File: config.mk
export PLATFORM = sky130hd
export DESIGN_NAME = bounded_queue_service_monitor
export DESIGN_NICKNAME = d
export VERILOG_FILES = /design/src/rtl/bqsm_pkg.sv /design/src/rtl/bqsm_store.sv /design/src/rtl/bqsm_core.sv /design/src/rtl/bounded_queue_service_monitor.sv
export SDC_FILE = /design/constraint.sdc
export NUM_CORES = 2
export LEC_CHECK = 0
export ABC_AREA = 1
export BUFFER_PORTS_ARGS = -buffer_cell sky130_fd_sc_hd__buf_2
export CAP_MARGIN = 0
export CORE_UTILIZATION = 60
export CTS_CLUSTER_DIAMETER = 150
export DETAILED_ROUTE_END_ITERATION = 10
export GPL_TIMING_DRIVEN = 0
export PLACE_DENSITY = 0.78
export SYNTH_ARGS = -nofsm -noshare
export SYNTH_HDL_FRONTEND = slang
export SYNTH_SLANG_ARGS = --single-unit
File: constraint.sdc
create_clock -name clk_i -period 10.9 [get_ports clk_i]
set_input_delay 1.09 -clock clk_i [delete_from_list [all_inputs] [get_ports clk_i]]
set_output_delay 1.09 -clock clk_i [all_outputs]
set_load 0.03 [all_outputs]
File: src/rtl/bqsm_pkg.sv
`timescale 1ns / 1ps
`default_nettype none
// ----------------------------------------------------------------------------
// bqsm_pkg
// Shared types and constants of the bounded queue service monitor.
// ----------------------------------------------------------------------------
package bqsm_pkg;

  localparam int QueueDepth = 16;
  localparam int PtrW       = $clog2(QueueDepth);
  localparam int OccW       = $clog2(QueueDepth + 1);
  localparam int LimitW     = 5;
  localparam int CmpW       = (OccW > LimitW) ? OccW : LimitW;
  localparam int StampW     = 32;
  localparam int SvcW       = 8;
  localparam int CountW     = 32;
  localparam int SumW       = 40;
  localparam int LenW       = 5;

  localparam logic [LimitW-1:0] LimitReset = LimitW'(10);

  typedef enum logic {
    ST_IDLE,
    ST_EXEC
  } state_e;

  typedef struct packed {
    logic            arrival;
    logic [SvcW-1:0] service_ticks;
  } in_t;

  typedef struct packed {
    logic [LenW-1:0]   queue_length;
    logic              started_service;
    logic [CountW-1:0] accepted_count;
    logic [CountW-1:0] served_count;
    logic [CountW-1:0] turned_away_count;
    logic [SumW-1:0]   length_sum;
    logic [SumW-1:0]   wait_sum;
  } out_t;

  typedef struct packed {
    logic [StampW-1:0] stamp;
    logic [SvcW-1:0]   service;
  } entry_t;

  typedef struct packed {
    logic              en;
    logic [PtrW-1:0]   addr;
    entry_t            data;
  } ram_wr_t;

  typedef struct packed {
    logic              exec;
    in_t               item;
    logic [LimitW-1:0] limit;
  } step_req_t;

  function automatic logic [PtrW-1:0] next_ptr(input logic [PtrW-1:0] p);
    return (p == PtrW'(QueueDepth - 1)) ? '0 : p + PtrW'(1);
  endfunction

endpackage : bqsm_pkg
`default_nettype wire

File: src/rtl/bqsm_store.sv
`timescale 1ns / 1ps
`default_nettype none
// ----------------------------------------------------------------------------
// bqsm_store
// Entry store of the queue: one write port, one read port, registered read.
// ----------------------------------------------------------------------------
module bqsm_store (
  input  logic              clk_i,
  input  bqsm_pkg::ram_wr_t wr_i,
  input  logic [bqsm_pkg::PtrW-1:0] rd_addr_i,
  output bqsm_pkg::entry_t  rd_data_o
);
  import bqsm_pkg::*;

  entry_t mem [QueueDepth];
  entry_t rd_data_q;

  always_ff @(posedge clk_i) begin
    if (wr_i.en) begin
      mem[wr_i.addr] <= wr_i.data;
    end
  end

  always_ff @(posedge clk_i) begin
    rd_data_q <= mem[rd_addr_i];
  end

  assign rd_data_o = rd_data_q;

endmodule : bqsm_store
`default_nettype wire

File: src/rtl/bqsm_core.sv
`timescale 1ns / 1ps
`default_nettype none
// ----------------------------------------------------------------------------
// bqsm_core
// Queue pointers, server countdown and statistics; one tick per exec cycle.
// ----------------------------------------------------------------------------
module bqsm_core (
  input  logic                clk_i,
  input  logic                rst_ni,
  input  bqsm_pkg::step_req_t req_i,
  input  bqsm_pkg::entry_t    head_i,
  output logic [bqsm_pkg::PtrW-1:0] rd_addr_o,
  output bqsm_pkg::ram_wr_t   wr_o,
  output bqsm_pkg::out_t      result_o
);
  import bqsm_pkg::*;

  logic [PtrW-1:0]   head_q, head_d, tail_q, tail_d;
  logic [OccW-1:0]   occ_q, occ_d, occ_push;
  logic [StampW-1:0] tick_q, tick_d;
  logic [SvcW-1:0]   cd_q, cd_d, cd_load;
  logic [CountW-1:0] acc_q, acc_d, srv_q, srv_d, rej_q, rej_d;
  logic [SumW-1:0]   len_q, len_d, wait_q, wait_d;

  logic [CmpW-1:0]   lim_ext, lim_eff;
  logic              full, push, pop;
  entry_t            head_ent, new_ent;
  logic [StampW-1:0] waited;
  logic [SumW:0]     len_sum, wait_sum_w;

  always_comb begin
    lim_ext = CmpW'(req_i.limit);
    lim_eff = (lim_ext > CmpW'(QueueDepth)) ? CmpW'(QueueDepth) : lim_ext;
    full    = CmpW'(occ_q) >= lim_eff;
    push    = req_i.item.arrival && !full;
    occ_push = push ? occ_q + OccW'(1) : occ_q;
    pop     = (cd_q == '0) && (occ_push != '0);

    new_ent.stamp   = tick_q;
    new_ent.service = req_i.item.service_ticks;
    // An entry pushed into an empty queue is popped on the same tick, if the
    // server is free, before it reaches the store; it is then taken straight from the input.
    head_ent = (occ_q == '0) ? new_ent : head_i;

    occ_d  = pop ? occ_push - OccW'(1) : occ_push;
    head_d = pop ? next_ptr(head_q) : head_q;
    tail_d = push ? next_ptr(tail_q) : tail_q;

    cd_load = pop ? head_ent.service : cd_q;
    cd_d    = (cd_load == '0) ? '0 : cd_load - SvcW'(1);

    waited     = tick_q - head_ent.stamp;
    wait_sum_w = {1'b0, wait_q} + (SumW + 1)'(waited);
    wait_d     = !pop ? wait_q : (wait_sum_w[SumW] ? '1 : wait_sum_w[SumW-1:0]);

    len_sum = {1'b0, len_q} + (SumW + 1)'(occ_d);
    len_d   = len_sum[SumW] ? '1 : len_sum[SumW-1:0];

    acc_d  = (push && acc_q != '1) ? acc_q + CountW'(1) : acc_q;
    rej_d  = (req_i.item.arrival && full && rej_q != '1) ? rej_q + CountW'(1) : rej_q;
    srv_d  = (pop && srv_q != '1) ? srv_q + CountW'(1) : srv_q;
    tick_d = (tick_q != '1) ? tick_q + StampW'(1) : tick_q;

    wr_o.en   = req_i.exec && push;
    wr_o.addr = tail_q;
    wr_o.data = new_ent;

    result_o.queue_length      = LenW'(occ_d);
    result_o.started_service   = pop;
    result_o.accepted_count    = acc_d;
    result_o.served_count      = srv_d;
    result_o.turned_away_count = rej_d;
    result_o.length_sum        = len_d;
    result_o.wait_sum          = wait_d;
  end

  assign rd_addr_o = head_q;

  always_ff @(posedge clk_i or negedge rst_ni) begin
    if (!rst_ni) begin
      head_q <= '0;
      tail_q <= '0;
      occ_q  <= '0;
      tick_q <= '0;
      cd_q   <= '0;
      acc_q  <= '0;
      srv_q  <= '0;
      rej_q  <= '0;
      len_q  <= '0;
      wait_q <= '0;
    end else if (req_i.exec) begin
      head_q <= head_d;
      tail_q <= tail_d;
      occ_q  <= occ_d;
      tick_q <= tick_d;
      cd_q   <= cd_d;
      acc_q  <= acc_d;
      srv_q  <= srv_d;
      rej_q  <= rej_d;
      len_q  <= len_d;
      wait_q <= wait_d;
    end
  end

  a_occ_bound: assert property (@(posedge clk_i) disable iff (!rst_ni)
    occ_q <= OccW'(QueueDepth))
    else $error("queue occupancy above store depth");

  a_no_pop_busy: assert property (@(posedge clk_i) disable iff (!rst_ni)
    (req_i.exec && cd_q != '0) |-> !pop)
    else $error("entry started service while server busy");

  a_tick_mono: assert property (@(posedge clk_i) disable iff (!rst_ni)
    req_i.exec |=> tick_q >= $past(tick_q))
    else $error("tick counter went backwards");

endmodule : bqsm_core
`default_nettype wire

File: src/rtl/bounded_queue_service_monitor.sv
`timescale 1ns / 1ps
`default_nettype none
// ----------------------------------------------------------------------------
// bounded_queue_service_monitor
// Tick-driven single-server queue monitor with a bounded entry store.
// ----------------------------------------------------------------------------
//
//   channel   | ports                              | handshake
//   ----------+------------------------------------+------------------------------
//   input     | start, busy, item_i                | beat taken when start && !busy
//   result    | strobe, result_o                   | valid for one cycle, no stall
//   config    | cfg_we_i, cfg_data_i               | written on any cycle with we
//
// Each tick goes through an update: in the cycle after acceptance the head entry comes
// out of the synchronous store, and the update of pointers, countdown and
// counters is done in that cycle. The result appears on the following cycle,
// in which the next beat may already be accepted; no beat is taken while the
// update is in progress (busy). The registered read of the store sets this order.
// Reset clears all counters, pointers and the countdown and sets the queue
// limit to ten; the entry store is not cleared, only written entries are read.
// The receiver cannot stall, so a result is never held back.
// ----------------------------------------------------------------------------
module bounded_queue_service_monitor (
  input  logic                clk_i,
  input  logic                rst_ni,
  input  logic                start,
  output logic                busy,
  input  bqsm_pkg::in_t       item_i,
  output logic                strobe,
  output bqsm_pkg::out_t      result_o,
  input  logic                cfg_we_i,
  input  logic [bqsm_pkg::LimitW-1:0] cfg_data_i
);
  import bqsm_pkg::*;

  state_e            state_q, state_d;
  in_t               item_q;
  logic [LimitW-1:0] limit_q;
  out_t              result_q;
  logic              strobe_q;
  logic              accept, exec;

  step_req_t         req;
  entry_t            head_ent;
  ram_wr_t           wr;
  logic [PtrW-1:0]   rd_addr;
  out_t              step_res;

  // Control sequencer: idle until a beat arrives, then the update state (busy), then idle.
  always_comb begin
    state_d = state_q;
    busy    = 1'b0;
    exec    = 1'b0;
    case (state_q)
      ST_IDLE: begin
        if (start) begin
          state_d = ST_EXEC;
        end
      end
      ST_EXEC: begin
        busy    = 1'b1;
        exec    = 1'b1;
        state_d = ST_IDLE;
      end
      default: begin
        state_d = ST_IDLE;
      end
    endcase
  end

  assign accept = start && !busy;

  always_ff @(posedge clk_i or negedge rst_ni) begin
    if (!rst_ni) begin
      state_q  <= ST_IDLE;
      strobe_q <= 1'b0;
      limit_q  <= LimitReset;
    end else begin
      state_q  <= state_d;
      strobe_q <= exec;
      if (cfg_we_i) begin
        limit_q <= cfg_data_i;
      end
    end
  end

  // The input beat is held for the update cycle; results are registered.
  always_ff @(posedge clk_i) begin
    if (accept) begin
      item_q <= item_i;
    end
    if (exec) begin
      result_q <= step_res;
    end
  end

  assign req.exec  = exec;
  assign req.item  = item_q;
  assign req.limit = limit_q;

  bqsm_store u_store (
    .clk_i     (clk_i),
    .wr_i      (wr),
    .rd_addr_i (rd_addr),
    .rd_data_o (head_ent)
  );

  bqsm_core u_core (
    .clk_i     (clk_i),
    .rst_ni    (rst_ni),
    .req_i     (req),
    .head_i    (head_ent),
    .rd_addr_o (rd_addr),
    .wr_o      (wr),
    .result_o  (step_res)
  );

  assign strobe   = strobe_q;
  assign result_o = result_q;

  a_strobe_after_exec: assert property (@(posedge clk_i) disable iff (!rst_ni)
    exec |=> strobe)
    else $error("update cycle not followed by a result");

  a_accept_starts_exec: assert property (@(posedge clk_i) disable iff (!rst_ni)
    accept |=> busy)
    else $error("accepted beat did not enter the update cycle");

  a_busy_one_cycle: assert property (@(posedge clk_i) disable iff (!rst_ni)
    busy |=> !busy)
    else $error("update cycle lasted longer than one cycle");

endmodule : bounded_queue_service_monitor
`default_nettype wire

==> run_results.csv <==
group,metric,value,unit
status,status,"completed",
sta,slew_viol_final,0,
global_route,antenna_found_initial,6,
routing,avgViaCountPerCell,6.11,
global_route,grt_util_all_layers,34.3,%
setup_path,crit_slowest_cell,"nor4_1",
cts,cts_resized,0,
global_route,grt_pass1_wl,219,mm
placement,gp_congestion,0.971,
layout,nets,5178,
logic_synthesis,post_synth.cell_area_avg,10.6,µm²
setup_path,crit_type,"reg -> reg",
setup_path,slowest_delay,0.69,ns
global_route,grt_max_degree,102,
sta,clock_skew,0.0445,ns
logic_synthesis,synthFlopType,"edfxtp_1",
setup_path,r2r_slack,3.90,ns
floorplanning,die_w,291,µm
cts,clkLatencyLatePin,0.72,ns
layout,syn2layout_area_growth,13.7,%
sta,fin_crit,7.00,ns
routing,postRouteAntennaNets,0,
logic_synthesis,synthCells,4734,
setup_path,worst-path-stages,26,
cts,post-cts-setup-buffer-count,0,
logic_synthesis,syn_nets,4845,
layout,final_cell_mix,"nand2_1 (972), edfxtp_1 (831), nor2_1 (426)",
setup_path,endpoint,"result_o[30]$_DFFE_PP_",
cts,cts-root-buf,"clkbuf_16",
setup_path,critical-path-top-delay-family,"compound AO/OA/AOI/OAI gates",
sta,final.setup.tns,0,ns
cts,ctsHoldBuffers,0,
logic_synthesis,synth-seq-area-share,63.4,%
floorplanning,initial_core_util,60.8,%
setup_path,timing.rr.end,"result_o[30]$_DFFE_PP_",
setup_path,required,11.33,ns
pwr,total_leakage_power,0.0220,µW
routing,drtIter0Drc,4574,
floorplanning,die-height,291,µm
global_route,grt_pass1_vias,37519,
layout,design_area,0.0569,mm²
layout,drive_above_1_share,9.76,%
job,max-cap-violations,0,
placement,dp.cells,6027,
floorplanning,pin_count,202,
setup_path,critPathMostFrequentCell,"a21oi_1",
setup_path,worstSetupStartpointType,"flip-flop",
sta,setup_violations,0,
sta,tightest_slew,1.19,ns
routing,drtPass1Iterations,7,
pwr,powerDensity,266,mW/mm²
setup_path,cp_max_fo,10,
setup_path,crit_buf_inv,3,
setup_path,reg2reg_depth,26,
setup_path,reg2reg_from,"u_core.occ_q[0]$_DFFE_PN0P_",
routing,wl_per_cell,23.4,µm
sta,finalCritPeriodShare,64.2,%
pwr,max-vdd-ir-drop,262,µV
pwr,p_total,15100,µW
cts,clk_pin_slew_worst_paths,0.06,ns
routing,num_vias,38129,
floorplanning,placementRows,105,
placement,place_area,0.0530,mm²
sta,slew-limit-headroom,20.6,%
logic_synthesis,synth_cell_types,64,
cts,ctsHtreeMaxLevel,3,
routing,drc,0,
placement,portBuffers,200,
cts,cts_buffer_depth,3,
logic_synthesis,yosys_warnings,0,
floorplanning,core_area,0.0822,mm²
logic_synthesis,synth_edf_count,831,
logic_synthesis,synth.ff_latch_count,1107,
sta,fmax,143,MHz
routing,routed_wl,146,mm
sta,hold_viol,0,
setup_path,critPathCaptureType,"flip-flop",
cts,cts_tree,"done",
logic_synthesis,async_reset_ff_share,21.3,%
placement,hpwlAfterDp,101,mm
cts,tritoncts_num_sinks,1107,
floorplanning,die_area,0.0845,mm²
logic_synthesis,synthesis.area,0.0500,mm²
global_route,grt_remaining_overflow,0,
layout,fin_cells,6236,
setup_path,arrival,7.43,ns
hold_path,hp-class,"in -> async",
sta,rsz0062_at_grt,"false",
cts,numCtsBuffers,108,
layout,layout_commonest_cell,"nand2_1",
setup_path,crit_start,"u_core.occ_q[0]$_DFFE_PN0P_",
-- through the flow --
| step | worst slack, ns | util, % | hold WS, ns |
|---|---|---|---|
| final | 3.90 | 69.1 | 0.337 |
| after global routing | 3.59 | 69.1 | 0.371 |
| after CTS | 3.97 | 69.1 | 0.340 |
| after detailed placement | 4.01 | 64.4 | 0.473 |
| after global placement | -0.440 | 63.6 | 0.464 |
| after floorplan | 3.58 | - | 0.449 |
-- cells in the mapped netlist, drive strengths merged (35+ instances only) --
cell | n | share of area (%)
dfrtp | 234 | 12
nand4 | 95 | 1.3
a221oi | 45 | 0.79
dfxtp | 40 | 1.6
nand3 | 204 | 2.1
nand2 | 981 | 7.4
ha | 90 | 2.3
edfxtp | 831 | 50
inv | 341 | 2.6
o21ai | 444 | 4.5
nor2 | 455 | 3.5
xor2 | 166 | 2.9
a21oi | 226 | 2.3
nor3 | 102 | 1.1
nor4 | 36 | 0.45
clkbuf | 154 | 1.2
o221ai | 35 | 0.61
o22ai | 48 | 0.60
-- flip-flops by register name, summed over array words and instances, names as in the netlist --
| register | flops |
|---|---|
| state_q | 1 |
| limit_q | 5 |
| result_o | 182 |
| u_core.wait_q | 40 |
| item_q | 9 |
| u_core.rd_addr_o | 4 |
| strobe | 1 |
| u_core.cd_q | 8 |
| u_core.acc_q | 32 |
| u_store.rd_data_o | 40 |
| u_core.occ_q | 5 |
| u_core.tick_q | 32 |
| u_core.len_q | 40 |
| u_core.tail_q | 4 |
| u_store.mem | 640 |
| u_core.srv_q | 32 |
| u_core.rej_q | 32 |
-- where the power goes --
group	internal, µW	leakage, µW	switching [µW]
clock	2370	0.00189	1670
sequential	5010	0.0115	323
combinational	1710	0.00857	4030
-- layout make-up --
| type | instances | area [µm²] |
|---|---|---|
| Tap cell | 1070 | 1340 |
| Inverter | 344 | 1290 |
| Clock inverter | 63 | 888 |
| Antenna cell | 3 | 7.51 |
| Timing Repair Buffer | 223 | 1520 |
| Multi-Input combinational cell | 3095 | 16400 |
| Buffer | 188 | 758 |
| Fill cell | 5988 | 25400 |
| Clock buffer | 143 | 2990 |
| Sequential cell | 1107 | 31700 |
-- routing by layer --
| metal | GRT usage (%) | part of all wire [%] |
|---|---|---|
| met5 | 0 | 0.016 |
| met4 | 16.2 | 4.8 |
| met3 | 6.44 | 9.9 |
| met2 | 57.5 | 48 |
| met1 | 43.3 | 37 |
-- cells by family (layout without fill, tap and decap cells) --
group,count (synthesis),count (layout),share of synthesized area (%)
other,0,3,0
DFF,1107,1107,63.4
buffers and inverters,532,961,4.11
muxes,27,27,0.578
adders and majority gates,93,93,2.37
AOI/OAI and AO/OA,886,886,10.1
xor gates and xnor gates,193,193,3.38
and+or+nand+nor,1896,1896,16.2
-- worst reg2reg max path: cells and delay by family, from the launching register on --
| kind | cells | cell delay [ns] |
|---|---|---|
| buffers and inverters | 3 | 0.95 |
| multiplexers | 1 | 0.41 |
| XOR/XNOR | 2 | 0.27 |
| AND/OR/NAND/NOR | 8 | 1.79 |
| AO/OA/AOI/OAI | 9 | 2.05 |
| flip-flops | 1 | 0.44 |
| adder cells (fa/ha/maj) | 3 | 0.83 |
-- worst min-delay path by stage --
stage,start,to,slack [ns],cells after the start
final,rst_ni,u_core.srv_q[14]$_DFFE_PN0P_,0.34,1
after global routing,rst_ni,u_core.srv_q[14]$_DFFE_PN0P_,0.37,1
after CTS,rst_ni,u_core.srv_q[13]$_DFFE_PN0P_,0.34,1
after detailed placement,u_core.cd_q[5]$_DFFE_PN0P_,u_core.cd_q[5]$_DFFE_PN0P_,0.47,2
after global placement,u_core.cd_q[5]$_DFFE_PN0P_,u_core.cd_q[5]$_DFFE_PN0P_,0.46,2
after floorplan,u_core.cd_q[6]$_DFFE_PN0P_,u_core.cd_q[6]$_DFFE_PN0P_,0.45,2
No activity file was read; power rests on OpenSTA's default activity.
